<file path="config.mk">
export PLATFORM = sky130hd
export DESIGN_NAME = touch_sample_filter_scaler
export DESIGN_NICKNAME = d
export VERILOG_FILES = /design/src/design/tsfs_pkg.sv /design/src/design/tsfs_div.sv /design/src/design/touch_sample_filter_scaler.sv
export SDC_FILE = /design/constraint.sdc
export NUM_CORES = 2
export LEC_CHECK = 0
export BUFFER_PORTS_ARGS = -buffer_cell sky130_fd_sc_hd__buf_2
export CAP_MARGIN = 10
export CORE_UTILIZATION = 53
export CTS_BUF_LIST = sky130_fd_sc_hd__clkbuf_8
export CTS_CLUSTER_DIAMETER = 60
export DETAILED_ROUTE_END_ITERATION = 16
export GPL_ROUTABILITY_DRIVEN = 0
export PLACE_DENSITY = 0.7
export SYNTH_ARGS = -nofsm -noshare
export SYNTH_HDL_FRONTEND = slang
export SYNTH_SLANG_ARGS = --single-unit
</file>
<file path="constraint.sdc">
create_clock -name clk -period 10.25 [get_ports clk]
set_input_delay 3.075 -clock clk [delete_from_list [all_inputs] [get_ports clk]]
set_output_delay 3.075 -clock clk [all_outputs]
set_load 0.005 [all_outputs]
</file>
<file path="src/design/tsfs_pkg.sv">
// ----------------------------------------------------------------------------
// tsfs_pkg: shared definitions of the touch sample filter and scaler
// Widths, limits, reset values and register indexes used by the top level
// and the bit-serial divider.
// ----------------------------------------------------------------------------
package tsfs_pkg;

  // Raw sample width and scan shape.
  localparam int SAMPLE_BITS   = 12;
  localparam int SAMPLE_COUNT  = 5;
  localparam int AXIS_COUNT    = 2;
  localparam int SUM_BITS      = SAMPLE_BITS + 2;
  localparam int SORT_CNT_BITS = $clog2(SAMPLE_COUNT);

  // Divider: a dividend of two sample widths, one quotient bit per cycle.
  localparam int DIVIDEND_BITS = 2 * SAMPLE_BITS;
  localparam int DIV_CNT_BITS  = $clog2(SAMPLE_BITS + 1);

  // Register and result widths.
  localparam int SCALE_BITS     = 10;
  localparam int LIMIT_BITS     = 8;
  localparam int POS_BITS       = 10;
  localparam int PROD_BITS      = SCALE_BITS + SAMPLE_BITS;
  localparam int CFG_INDEX_BITS = 2;
  localparam int CFG_DATA_BITS  = 10;

  // Stream payload widths, padded to whole bytes.
  localparam int IN_TDATA_BITS  = ((AXIS_COUNT * SAMPLE_COUNT * SAMPLE_BITS + 7) / 8) * 8;
  localparam int OUT_TDATA_BITS = ((2 * POS_BITS + 7) / 8) * 8;

  typedef logic [SAMPLE_BITS-1:0] sample_t;

  // Sample acceptance window and trimmed-mean divisor.
  localparam sample_t SAMPLE_LOW_LIMIT  = sample_t'(32);
  localparam sample_t SAMPLE_HIGH_LIMIT = sample_t'(2047 - 32);
  localparam sample_t MEAN_DIVISOR      = sample_t'(3);

  // Reset values of the configuration registers and calibration bounds.
  localparam logic [SCALE_BITS-1:0] X_SCALE_RESET      = SCALE_BITS'(320);
  localparam logic [SCALE_BITS-1:0] Y_SCALE_RESET      = SCALE_BITS'(240);
  localparam logic [LIMIT_BITS-1:0] SPREAD_LIMIT_RESET = LIMIT_BITS'(32);
  localparam sample_t CAL_X_LOW_RESET  = sample_t'(150);
  localparam sample_t CAL_X_HIGH_RESET = sample_t'(1900);
  localparam sample_t CAL_Y_LOW_RESET  = sample_t'(120);
  localparam sample_t CAL_Y_HIGH_RESET = sample_t'(1900);

  // Configuration register indexes.
  typedef enum logic [CFG_INDEX_BITS-1:0] {
    CFG_X_SCALE      = 2'd0,
    CFG_Y_SCALE      = 2'd1,
    CFG_SPREAD_LIMIT = 2'd2
  } cfg_index_t;

endpackage

</file>
<file path="src/design/tsfs_div.sv">
// ----------------------------------------------------------------------------
// tsfs_div: bit-serial restoring divider
// Produces one quotient bit per cycle. The upper half of the dividend must
// be below the divisor, so the quotient fits in one sample width.
// ----------------------------------------------------------------------------
module tsfs_div (
  input  logic                              clk,
  input  logic                              rst,
  input  logic                              start,
  input  logic [tsfs_pkg::DIVIDEND_BITS-1:0] dividend,
  input  tsfs_pkg::sample_t                 divisor,
  output logic                              done,
  output tsfs_pkg::sample_t                 quotient
);
  import tsfs_pkg::*;

  sample_t                 rem;
  sample_t                 dvs;
  logic [DIV_CNT_BITS-1:0] cnt;
  logic                    busy;
  logic [SAMPLE_BITS:0]    trial;
  logic                    fits;

  // Bring down the next dividend bit and try the subtraction.
  always_comb begin
    trial = {rem, quotient[SAMPLE_BITS-1]};
    fits  = (trial >= {1'b0, dvs});
  end

  // Quotient bits shift in where the dividend bits shift out.
  always_ff @(posedge clk) begin
    if (rst) begin
      busy <= 1'b0;
      done <= 1'b0;
      cnt  <= '0;
    end else if (start) begin
      rem      <= dividend[DIVIDEND_BITS-1:SAMPLE_BITS];
      quotient <= dividend[SAMPLE_BITS-1:0];
      dvs      <= divisor;
      cnt      <= DIV_CNT_BITS'(SAMPLE_BITS);
      busy     <= 1'b1;
      done     <= 1'b0;
    end else if (busy) begin
      if (fits) begin
        rem <= sample_t'(trial - {1'b0, dvs});
      end else begin
        rem <= trial[SAMPLE_BITS-1:0];
      end
      quotient <= {quotient[SAMPLE_BITS-2:0], fits};
      cnt      <= cnt - DIV_CNT_BITS'(1);
      if (cnt == DIV_CNT_BITS'(1)) begin
        busy <= 1'b0;
        done <= 1'b1;
      end
    end else begin
      done <= 1'b0;
    end
  end

endmodule

</file>
<file path="src/design/touch_sample_filter_scaler.sv">
// ----------------------------------------------------------------------------
// touch_sample_filter_scaler: resistive touch scan filter and scaler
// Trimmed mean of five samples per axis with spread and window checks,
// self-extending calibration and scaling to screen coordinates.
// ----------------------------------------------------------------------------
//  channel   direction  handshake                 payload
//  s_axis    in         s_axis_tvalid/tready      tuser pen_down, tdata samples
//  m_axis    out        m_axis_tvalid/tready      tuser pressed, tdata position
//  cfg       in         cfg_valid/cfg_ready       cfg_index, cfg_data
//
//  A pen-down scan passes twice through the bit-serial dividers: once
//  for the trimmed mean, once for the position. A release goes straight
//  to the output state. One scan is in work at a time; a result waits
//  in the output register while the next scan is accepted. Reset is
//  synchronous and restores the registers and calibration bounds;
//  cfg_ready is always high.
// ----------------------------------------------------------------------------
module touch_sample_filter_scaler (
  input  logic                                clk,
  input  logic                                rst,
  // Scan requests.
  input  logic                                s_axis_tvalid,
  output logic                                s_axis_tready,
  // tdata from bit 0: x_sample_0..x_sample_4, y_sample_0..y_sample_4.
  input  logic [tsfs_pkg::IN_TDATA_BITS-1:0]  s_axis_tdata,
  // tuser: pen_down.
  input  logic                                s_axis_tuser,
  // Position results.
  output logic                                m_axis_tvalid,
  input  logic                                m_axis_tready,
  // tdata from bit 0: pos_x, pos_y, zero padding.
  output logic [tsfs_pkg::OUT_TDATA_BITS-1:0] m_axis_tdata,
  // tuser: pressed.
  output logic                                m_axis_tuser,
  // Register writes.
  input  logic                                cfg_valid,
  output logic                                cfg_ready,
  input  logic [tsfs_pkg::CFG_INDEX_BITS-1:0] cfg_index,
  input  logic [tsfs_pkg::CFG_DATA_BITS-1:0]  cfg_data
);
  import tsfs_pkg::*;

  typedef enum logic [3:0] {
    ST_IDLE,
    ST_SORT,
    ST_MEAN,
    ST_MEAN_WAIT,
    ST_CHECK,
    ST_SCALE,
    ST_MUL,
    ST_POS,
    ST_POS_WAIT,
    ST_OUT
  } state_t;

  state_t state;

  logic [SCALE_BITS-1:0] x_scale;
  logic [SCALE_BITS-1:0] y_scale;
  logic [LIMIT_BITS-1:0] spread_limit;

  sample_t cal_x_low;
  sample_t cal_x_high;
  sample_t cal_y_low;
  sample_t cal_y_high;
  logic    touch_active;
  logic [POS_BITS-1:0] last_x;
  logic [POS_BITS-1:0] last_y;
  logic    res_pressed;

  // Working registers of the scan in progress.
  sample_t vx [SAMPLE_COUNT];
  sample_t vy [SAMPLE_COUNT];
  sample_t vx_next [SAMPLE_COUNT];
  sample_t vy_next [SAMPLE_COUNT];
  logic [SORT_CNT_BITS-1:0] sort_cnt;
  sample_t mean_x;
  sample_t mean_y;
  sample_t diff_x;
  sample_t diff_y;
  sample_t span_x;
  sample_t span_y;
  logic [PROD_BITS-1:0] prod_x;
  logic [PROD_BITS-1:0] prod_y;

  logic [SUM_BITS-1:0] sum_x;
  logic [SUM_BITS-1:0] sum_y;
  logic                reject_x;
  logic                reject_y;
  sample_t             limit_ext;
  sample_t             low_x_next;
  sample_t             high_x_next;
  sample_t             low_y_next;
  sample_t             high_y_next;
  logic                out_free;

  logic                     div_start;
  logic [DIVIDEND_BITS-1:0] div_dividend_x;
  logic [DIVIDEND_BITS-1:0] div_dividend_y;
  sample_t                  div_divisor_x;
  sample_t                  div_divisor_y;
  logic                     div_done_x;
  logic                     div_done_y;
  sample_t                  div_quo_x;
  sample_t                  div_quo_y;

  assign s_axis_tready = (state == ST_IDLE);
  assign cfg_ready     = 1'b1;
  assign out_free      = !m_axis_tvalid || m_axis_tready;

  // Configuration registers; unknown indexes are dropped.
  always_ff @(posedge clk) begin
    if (rst) begin
      x_scale      <= X_SCALE_RESET;
      y_scale      <= Y_SCALE_RESET;
      spread_limit <= SPREAD_LIMIT_RESET;
    end else if (cfg_valid && cfg_ready) begin
      unique case (cfg_index)
        CFG_X_SCALE:      x_scale      <= cfg_data[SCALE_BITS-1:0];
        CFG_Y_SCALE:      y_scale      <= cfg_data[SCALE_BITS-1:0];
        CFG_SPREAD_LIMIT: spread_limit <= cfg_data[LIMIT_BITS-1:0];
        default: ;
      endcase
    end
  end

  // One odd-even transposition round per cycle on both axes.
  always_comb begin
    for (int i = 0; i < SAMPLE_COUNT; i++) begin
      vx_next[i] = vx[i];
      vy_next[i] = vy[i];
    end
    for (int i = 0; i < SAMPLE_COUNT - 1; i++) begin
      if (1'(i) == sort_cnt[0]) begin
        if (vx[i] > vx[i+1]) begin
          vx_next[i]   = vx[i+1];
          vx_next[i+1] = vx[i];
        end
        if (vy[i] > vy[i+1]) begin
          vy_next[i]   = vy[i+1];
          vy_next[i+1] = vy[i];
        end
      end
    end
  end

  // Sum of the middle three sorted samples.
  always_comb begin
    sum_x = SUM_BITS'(vx[1]) + SUM_BITS'(vx[2]) + SUM_BITS'(vx[3]);
    sum_y = SUM_BITS'(vy[1]) + SUM_BITS'(vy[2]) + SUM_BITS'(vy[3]);
  end

  // The extremes of a sorted axis bound both the spread and the window.
  always_comb begin
    limit_ext = sample_t'(spread_limit);
    reject_x  = (mean_x - vx[0] > limit_ext) ||
                (vx[SAMPLE_COUNT-1] - mean_x > limit_ext) ||
                (vx[0] < SAMPLE_LOW_LIMIT) ||
                (vx[SAMPLE_COUNT-1] > SAMPLE_HIGH_LIMIT);
    reject_y  = (mean_y - vy[0] > limit_ext) ||
                (vy[SAMPLE_COUNT-1] - mean_y > limit_ext) ||
                (vy[0] < SAMPLE_LOW_LIMIT) ||
                (vy[SAMPLE_COUNT-1] > SAMPLE_HIGH_LIMIT);
  end

  // Calibration bounds widened to include the new means.
  always_comb begin
    low_x_next  = (mean_x < cal_x_low)  ? mean_x : cal_x_low;
    high_x_next = (mean_x > cal_x_high) ? mean_x : cal_x_high;
    low_y_next  = (mean_y < cal_y_low)  ? mean_y : cal_y_low;
    high_y_next = (mean_y > cal_y_high) ? mean_y : cal_y_high;
  end

  // Dividers are shared between the mean and the position passes.
  always_comb begin
    div_start = (state == ST_MEAN) || (state == ST_POS);
    if (state == ST_MEAN) begin
      div_dividend_x = DIVIDEND_BITS'(sum_x);
      div_dividend_y = DIVIDEND_BITS'(sum_y);
      div_divisor_x  = MEAN_DIVISOR;
      div_divisor_y  = MEAN_DIVISOR;
    end else begin
      div_dividend_x = DIVIDEND_BITS'(prod_x);
      div_dividend_y = DIVIDEND_BITS'(prod_y);
      div_divisor_x  = span_x;
      div_divisor_y  = span_y;
    end
  end

  tsfs_div u_div_x (
    .clk      (clk),
    .rst      (rst),
    .start    (div_start),
    .dividend (div_dividend_x),
    .divisor  (div_divisor_x),
    .done     (div_done_x),
    .quotient (div_quo_x)
  );

  tsfs_div u_div_y (
    .clk      (clk),
    .rst      (rst),
    .start    (div_start),
    .dividend (div_dividend_y),
    .divisor  (div_divisor_y),
    .done     (div_done_y),
    .quotient (div_quo_y)
  );

  // Scan sequencer, calibration state and output register.
  always_ff @(posedge clk) begin
    if (rst) begin
      state         <= ST_IDLE;
      sort_cnt      <= '0;
      cal_x_low     <= CAL_X_LOW_RESET;
      cal_x_high    <= CAL_X_HIGH_RESET;
      cal_y_low     <= CAL_Y_LOW_RESET;
      cal_y_high    <= CAL_Y_HIGH_RESET;
      touch_active  <= 1'b0;
      last_x        <= '0;
      last_y        <= '0;
      res_pressed   <= 1'b0;
      m_axis_tvalid <= 1'b0;
    end else begin
      // The output register empties when its request is taken; in the
      // output state a new result is loaded instead.
      if (m_axis_tready && (state != ST_OUT)) begin
        m_axis_tvalid <= 1'b0;
      end
      unique case (state)
        ST_IDLE: begin
          if (s_axis_tvalid) begin
            if (s_axis_tuser) begin
              for (int i = 0; i < SAMPLE_COUNT; i++) begin
                vx[i] <= s_axis_tdata[i*SAMPLE_BITS +: SAMPLE_BITS];
                vy[i] <= s_axis_tdata[(SAMPLE_COUNT+i)*SAMPLE_BITS +: SAMPLE_BITS];
              end
              sort_cnt <= '0;
              state    <= ST_SORT;
            end else if (touch_active) begin
              touch_active <= 1'b0;
              res_pressed  <= 1'b0;
              state        <= ST_OUT;
            end
          end
        end
        ST_SORT: begin
          for (int i = 0; i < SAMPLE_COUNT; i++) begin
            vx[i] <= vx_next[i];
            vy[i] <= vy_next[i];
          end
          sort_cnt <= sort_cnt + SORT_CNT_BITS'(1);
          if (sort_cnt == SORT_CNT_BITS'(SAMPLE_COUNT - 1)) begin
            state <= ST_MEAN;
          end
        end
        ST_MEAN: begin
          state <= ST_MEAN_WAIT;
        end
        ST_MEAN_WAIT: begin
          if (div_done_x) begin
            mean_x <= div_quo_x;
            mean_y <= div_quo_y;
            state  <= ST_CHECK;
          end
        end
        ST_CHECK: begin
          if (reject_x || reject_y) begin
            state <= ST_IDLE;
          end else begin
            cal_x_low  <= low_x_next;
            cal_x_high <= high_x_next;
            cal_y_low  <= low_y_next;
            cal_y_high <= high_y_next;
            state      <= ST_SCALE;
          end
        end
        ST_SCALE: begin
          diff_x <= cal_x_high - mean_x;
          diff_y <= cal_y_high - mean_y;
          span_x <= cal_x_high - cal_x_low;
          span_y <= cal_y_high - cal_y_low;
          state  <= ST_MUL;
        end
        ST_MUL: begin
          prod_x <= PROD_BITS'(x_scale) * PROD_BITS'(diff_x);
          prod_y <= PROD_BITS'(y_scale) * PROD_BITS'(diff_y);
          state  <= ST_POS;
        end
        ST_POS: begin
          state <= ST_POS_WAIT;
        end
        ST_POS_WAIT: begin
          if (div_done_x) begin
            // An empty calibration span scales to zero.
            last_x       <= (span_x == '0) ? '0 : div_quo_x[POS_BITS-1:0];
            last_y       <= (span_y == '0) ? '0 : div_quo_y[POS_BITS-1:0];
            touch_active <= 1'b1;
            res_pressed  <= 1'b1;
            state        <= ST_OUT;
          end
        end
        ST_OUT: begin
          if (out_free) begin
            m_axis_tvalid <= 1'b1;
            m_axis_tuser  <= res_pressed;
            m_axis_tdata  <= OUT_TDATA_BITS'({last_y, last_x});
            state         <= ST_IDLE;
          end
        end
        default: state <= ST_IDLE;
      endcase
    end
  end

  // Both dividers always run in lockstep.
  assert property (@(posedge clk) disable iff (rst) div_done_x == div_done_y)
    else $error("axis dividers out of step");

  // Calibration bounds never narrow.
  assert property (@(posedge clk) disable iff (rst)
    !$past(rst) |-> (cal_x_low <= $past(cal_x_low)) && (cal_x_high >= $past(cal_x_high)) &&
                    (cal_y_low <= $past(cal_y_low)) && (cal_y_high >= $past(cal_y_high)))
    else $error("calibration bounds narrowed");

  // The calibration span stays nonempty.
  assert property (@(posedge clk) disable iff (rst)
    (cal_x_low < cal_x_high) && (cal_y_low < cal_y_high))
    else $error("empty calibration span");

  // A result leaving the sequencer lands in the output register.
  assert property (@(posedge clk) disable iff (rst)
    (state == ST_OUT) && out_free |=> m_axis_tvalid && (state == ST_IDLE))
    else $error("result not loaded into output register");

endmodule
</file>
Word-level counts from Yosys, hierarchy flattened
Memory sizes are Yosys's and may differ from the RTL's.
Cells that the tools add are included.
{ "classes": {"addsub": 17, "n_mul": 2, "div": 0, "magnitude_cmp": 22, "eq_ne": 24, "n_shift": 0, "n_mux": 81, "bitwise_logic": 13, "reduce_logical": 40} }
{ "op_table": {"columns": ["cell", "count"], "rows": [
  ["2-to-1 mux 24 bit", 16],
  ["2-to-1 mux 12 bit", 20],
  ["greater-than comparator 12 bit", 10],
  ["subtractor 12 bit", 10],
  ["greater-than comparator 12 x 8 -> 1 bit", 4],
  ["multiplier 10 x 12 -> 22 bit", 2],
  ["2-to-1 mux 22 bit", 2],
  ["2-to-1 mux 4 bit", 11],
  ["case mux 4 bit (10 select lines)", 1],
  ["adder 13 x 12 -> 14 bit", 2],
  ["adder 12 x 12 -> 13 bit", 2],
  [">= comparator 13 x 12 -> 1 bit", 2],
  ["greater-than comparator 12 x 11 -> 1 bit, second input constant", 2],
  ["logical NOT 12 bit", 2],
  ["< comparator 12 bit", 2],
  ["< comparator 12 x 6 -> 1 bit, second input constant", 2],
  ["2-to-1 mux 1 bit", 23],
  ["AND reduction 3 bit", 7],
  ["2-to-1 mux 10 bit", 2],
  ["AND reduction 2 bit", 9],
  ["equality test 4 x 3 -> 1 bit, second input constant", 4],
  ["equality test 4 x 1 -> 1 bit, second input constant", 3],
  ["OR 1 bit", 10],
  ["logical OR 1 bit", 9],
  ["other kinds (25)", 42]
]} }
{ "totals": {"register_bits": 326, "latchBits": 0, "ramBits": 120, "rom_bits": 0, "input_bits": 138, "out_inout_bits": 28, "elab_cells": 238, "mem_count": 2} }
{ "mem_list": {"columns": ["memory", "depth", "width", "rd", "rd_ports_with_merged_regs", "write_ports", "line_no", "text"], "rows": [
  ["vx", 5, 12, 5, 0, 5, "touch_sample_filter_scaler.sv:72", "sample_t vx [SAMPLE_COUNT];"],
  ["vy", 5, 12, 5, 0, 5, "touch_sample_filter_scaler.sv:73", "sample_t vy [SAMPLE_COUNT];"]
]} }

Longest topological paths before layout
An unclocked memory read counts as a cell.
{ "logic_depth": {"word_depth": 11, "ltp_mapped": 22, "ltp_nobuf": 21} }

By module
From an unflattened synthesis, not the netlist that was laid out.
{ "unflattened": {"cells_unflattened": 3879, "area_unflattened_um2": 37345.8} }
{ "by_module_without_submodules": {"columns": ["module", "n_inst", "cells_per_inst", "area_each_um2", "seq_area_each_um2"], "rows": [
  ["touch_sample_filter_scaler", 1, 3441, 32418.6, 9839.4],
  ["tsfs_div", 2, 219, 2463.6, 1201.2]
]} }

Least setup slack after synthesis
OpenSTA, ideal clock, no wires.
{ "synth_timing": {"path_type": "in2reg", "from": "in rst", "to": "reg prod_x[0], enable pin", "setup_time_ns": 0.555, "t_arrival_ns": 7.725, "t_required_ns": 9.695, "slack_ns": 1.970, "cell_stages": 3, "path_buffers": 2, "cell_sequence": "clkbuf_1 -> buf_1 -> nor4_1"} }
{ "synth_via": {"elab_chain_len": 2} }
{ "synth_lines": {"columns": ["element", "line_no", "text"], "rows": [
  ["start: declaration", "touch_sample_filter_scaler.sv:20", "input logic rst,"],
  ["inverter 1 bit (no source line)", null, null],
  ["AND reduction 2 bit (no source line)", null, null],
  ["end signal: assignment", "touch_sample_filter_scaler.sv:286", "prod_x <= PROD_BITS'(x_scale) * PROD_BITS'(diff_x);"],
  ["end: declaration", "touch_sample_filter_scaler.sv:83", "logic [PROD_BITS-1:0] prod_x;"]
]} }
No other way between the ends.
A chain may end at the register's enable or synchronous reset.

Final worst setup path
{ "layout_timing": {"from": "reg diff_y[2]", "to": "reg prod_y[21], data pin"} }
{ "layout_via": {"elab_chain_len": 1} }
{ "layout_lines": {"columns": ["element", "line_no", "text"], "rows": [
  ["start: declaration", "touch_sample_filter_scaler.sv:80", "sample_t diff_y;"],
  ["start signal: assignment", "touch_sample_filter_scaler.sv:280", "diff_y <= cal_y_high - mean_y;"],
  ["multiplier 10 x 12 -> 22 bit", "touch_sample_filter_scaler.sv:287", "prod_y <= PROD_BITS'(y_scale) * PROD_BITS'(diff_y);"],
  ["end signal: assignment", "touch_sample_filter_scaler.sv:287", null],
  ["end: declaration", "touch_sample_filter_scaler.sv:84", "logic [PROD_BITS-1:0] prod_y;"]
]} }
No other way between the ends.

==> flow_metrics.py <==
metrics = {
    "status": {
        "outcome": "completed",
    },
    "critical_path": {
        "critPathMostFrequentCell": "fa_1",
        "ff2ff_path_depth": 18,
        "critPathSlowestCell": "edfxtp_1",
        "crit_arrival_ns": 6.62,
        "path_class": "flip-flop to flip-flop",
        "cp_data_required_time_ns": 10.66,
        "worst_path_largest_cell_delay_ns": 0.54,
        "r2r_slack_ns": 4.04,
        "timing.critical_path.from_type": "flip-flop",
        "crit_reg_reg_endpoint": "prod_y[21]",
        "critPathCaptureType": "flip-flop",
        "largest_fanout_on_the_critical_path": 10,
        "worstPathCellList": "and2_1 -> fa_1 -> fa_1 -> fa_1 -> fa_1 -> inv_1 -> fa_1 -> inv_1 -> ha_1 -> o211ai_1 -> nor3_1 -> a2111oi_0 -> nor3_1 -> a41o_1 -> or4_1 -> a31o_2 -> a31oi_1 -> xnor2_1",
        "startpoint_of_the_most_critical_register_to_register_path": "diff_y[2]",
    },
    "drt": {
        "viasPerCell": 5.71,
        "drt_iter0_drc": 2342,
        "wl_per_cell_um": 19.8,
        "drt_drc_violations_left": 0,
        "route.antenna.remaining_nets": 0,
        "routed_wire_length_mm": 99.3,
        "detailroute.via_count": 28600,
        "detailedRoute.firstPassIterationCount": 5,
    },
    "floorplanning": {
        "initial_utilization_pct": 53.5,
        "ios": 166,
        "num_rows": 96,
        "design.core.area_um2": 68600,
        "chipHeight_um": 265,
        "chipWidth_um": 265,
        "dieArea_um2": 70300,
    },
    "clocking": {
        "cts.reportedPaths.clkPinSlew_ns": 0.06,
        "cts_max_path_buffers": 3,
        "clock_latency_ns": 0.70,
        "cts_resized": 0,
        "cts_hold_buffers": 0,
        "cts_htree_levels": 3,
        "post-cts-setup-buffers": 0,
        "tritoncts.num_buffers": 81,
        "numClockSinks": 446,
        "cts_tree": "yes",
        "cts.root.buffer_cell": "clkbuf_8",
    },
    "synth": {
        "synthesis.area_um2": 36700,
        "ys.warnings.count": 0,
        "fraction_of_registers_with_async_set_or_reset_after_synthesis_pct": 0,
        "ys_top_cells_by_area": "edfxtp_1 (27%), ha_1 (14%), fa_1 (10%)",
        "synthDistinctLibCells": 82,
        "synth_ff_type": "edfxtp_1",
        "yosys.area.top_type_share_pct": 26.9,
        "synth_seq_cells": 446,
        "synth-edff-count": 329,
        "seq_area_frac_synth_pct": 33.3,
        "netlist_instances": 3885,
        "synthDominantAreaCellType": "edfxtp_1",
        "synthesis.area_per_instance_um2": 9.45,
    },
    "layout": {
        "post_route_cells_drive_above_1_share_pct": 8.95,
        "non_filler_instance_count_after_layout": 5009,
        "fill_cells": 6035,
        "area.growth.synth_to_final_pct": 9.54,
        "nNetsFinal": 4745,
        "fin_area_um2": 40200,
    },
    "global_routing": {
        "first_global_vias": 27500,
        "grt_use_total_pct": 28.1,
        "grt_first_pass_wirelength_mm": 153,
        "initial_antenna_violation_count": 2,
        "globalRouteOverflowTotal": 0,
        "grt_max_degree": 99,
    },
    "sta": {
        "report.final.slew_viol_count": 0,
        "min_period_ns": 6.21,
        "maxSlewHeadroom_pct": 17.8,
        "setup_slack_of_the_critical_path_after_layout_ns": 4.04,
        "clock_skew_ns": 0.0438,
        "timing.setup.tns_ns": 0,
        "fmax_ghz": 0.161,
        "final-hold-violation-count": 0,
        "rsz_0062_raised_after_global_routing": "no",
        "layout_worst_path_cycle_share_pct": 60.6,
        "timing_worst_slew_pin_value_ns": 1.23,
        "setup_viol_count_final": 0,
    },
    "job": {
        "max-cap-violations": 0,
    },
    "placed_design": {
        "placement.setup.worst_slack_ns": 4.05,
        "detailed_place_hpwl_mm": 77.4,
        "dpl_cell_area_um2": 38400,
        "portBuffers": 160,
        "dpl.cell_count": 4856,
    },
    "power_and_ir_drop": {
        "p_comb_share_pct": 41.2,
        "sw_frac_of_total_pct": 38.9,
        "pwr-share-seq_pct": 33.8,
        "peakVddDrop_mv": 0.127,
        "leakage_nw": 18.3,
        "pwr-share-clk_pct": 25.0,
        "switchingPower_mw": 2.93,
        "internal-power_mw": 4.59,
        "areal_power_density_over_the_cells_nw_per_um2": 187,
    },
    "hold_path": {
        "hold_path_end": "m_axis_tuser",
        "min-delay-start": "res_pressed",
        "hold_depth": 0,
        "hold_class": "flip-flop to flip-flop",
    },
}
[cell usage after synthesis (7+ instances only)]
master,number
nand2_1,459
inv_1,445
ha_1,406
edfxtp_1,329
nor2_1,261
o21ai_0,204
fa_1,192
mux2i_1,188
a21oi_1,175
and2_1,137
clkbuf_1,126
dfxtp_1,117
xnor2_1,85
nand3_1,68
a21o_1,67
nor3_1,64
nor2b_1,44
nand4_1,40
o31ai_1,38
nand2b_1,32
o21a_1,32
a22oi_1,31
xor2_1,31
nor4_1,22
a31oi_1,20
a21boi_0,19
o211ai_1,18
buf_1,16
o41ai_1,16
a211oi_1,15
and3_1,14
or3_1,13
o21bai_1,12
or2_2,9
nor3b_1,7
or4_1,7
[flip-flops by register name, summed over array words and instances, names as in the netlist, 20 cells and up]
| signal | flops |
|---|---|
| m_axis_tdata | 20 |
| prod_x | 22 |
| prod_y | 22 |
| vx | 60 |
| vy | 60 |
[critical path: cells and delay by family, from the launching register on]
family / cells / cell delay [ns]
adders and majority gates: 6 / 2.98
AOI/OAI and AO/OA: 5 / 1.30
and+or+nand+nor: 4 / 0.92
DFF: 1 / 0.54
xor gates and xnor gates: 1 / 0.10
buffers and inverters: 2 / 0.09
[cell families after synthesis]
kind of cell,count (synthesis),share of synthesized area (%)
AOI/OAI and AO/OA,726,12.6
buffers and inverters,599,6.24
and+or+nand+nor,1203,15.4
DFF,446,33.3
muxes,194,5.31
adders and majority gates,598,24.3
other,2,0.0205
xor gates and xnor gates,117,2.81
[per-stage QoR]
stage	power [mW]	hold slack, ns	util [%]
global placement	5.57	0.422	56.0
floorplan	4.73	0.408	-
detailed placement	5.64	0.421	56.0
finish	7.52	0.434	58.6
CTS	7.53	0.436	58.6
global route	8.01	0.444	58.6
[cell type report]
type                       instances  area (µm²)  area share (%)
multi-input combinational       2843       22300            55.5
clock buffer                      92        1270            3.15
sequential                       446       12200            30.4
inverter                         445        1670            4.15
timing repair buffer             192        1040            2.60
tap                              931        1160            2.90
antenna                            1        2.50         0.00622
clock inverter                    59         520            1.29
[how the worst max path moves through the flow]
stage | startpoint | to | slack [ns] | depth (start not counted)
after floorplan | rst | prod_x[0] | 1.97 | 3
after global placement | diff_y[1] | prod_y[21] | 4.12 | 18
after detailed placement | y_scale[3] | prod_y[21] | 4.05 | 19
after CTS | y_scale[3] | prod_y[21] | 4.04 | 19
after global routing | y_scale[3] | prod_y[21] | 3.57 | 19
final | diff_y[2] | prod_y[21] | 4.04 | 18
[power by group through the flow]
stage               registers, mW  clock network [mW]  logic [mW]
finish                       2.54                1.88        3.10
global route                 2.56                1.98        3.47
detailed placement           2.57                   0        3.07
floorplan                    2.43                   0        2.30
global placement             2.56                   0        3.01
CTS                          2.53                1.90        3.09
[layout by cell type (no fill, tap or decap), drive strengths merged, types with 19 or more instances in the layout]
cell,synthesis,layout
o31ai,38,38
xnor2,85,85
a31oi,20,20
clkinv,0,20
inv,445,470
dfxtp,117,117
a21oi,176,176
mux2i,188,188
fa,192,192
nor4,23,23
edfxtp,329,329
xor2,32,32
a22oi,31,31
nor2,263,263
and2,137,137
nand2b,32,32
nand2,459,459
buf,27,191
clkbuf,127,93
a21o,67,67
nor3,64,64
nand3,68,68
ha,406,406
o21ai,206,206
nand4,40,40
o21a,32,32
a21boi,19,19
nor2b,45,45
[per-layer routing]
| metal | vias to the layer above | global-route usage [%] | share of wire, % |
|---|---|---|---|
| li1 | 13800 | - | - |
| met1 | 13800 | 38.6 | 44 |
| met2 | 844 | 45.9 | 47 |
| met3 | 159 | 3.87 | 5.9 |
| met4 | 0 | 8.86 | 3.0 |
| met5 | - | 0 | 0 |
No activity file was read; power rests on OpenSTA's default activity.
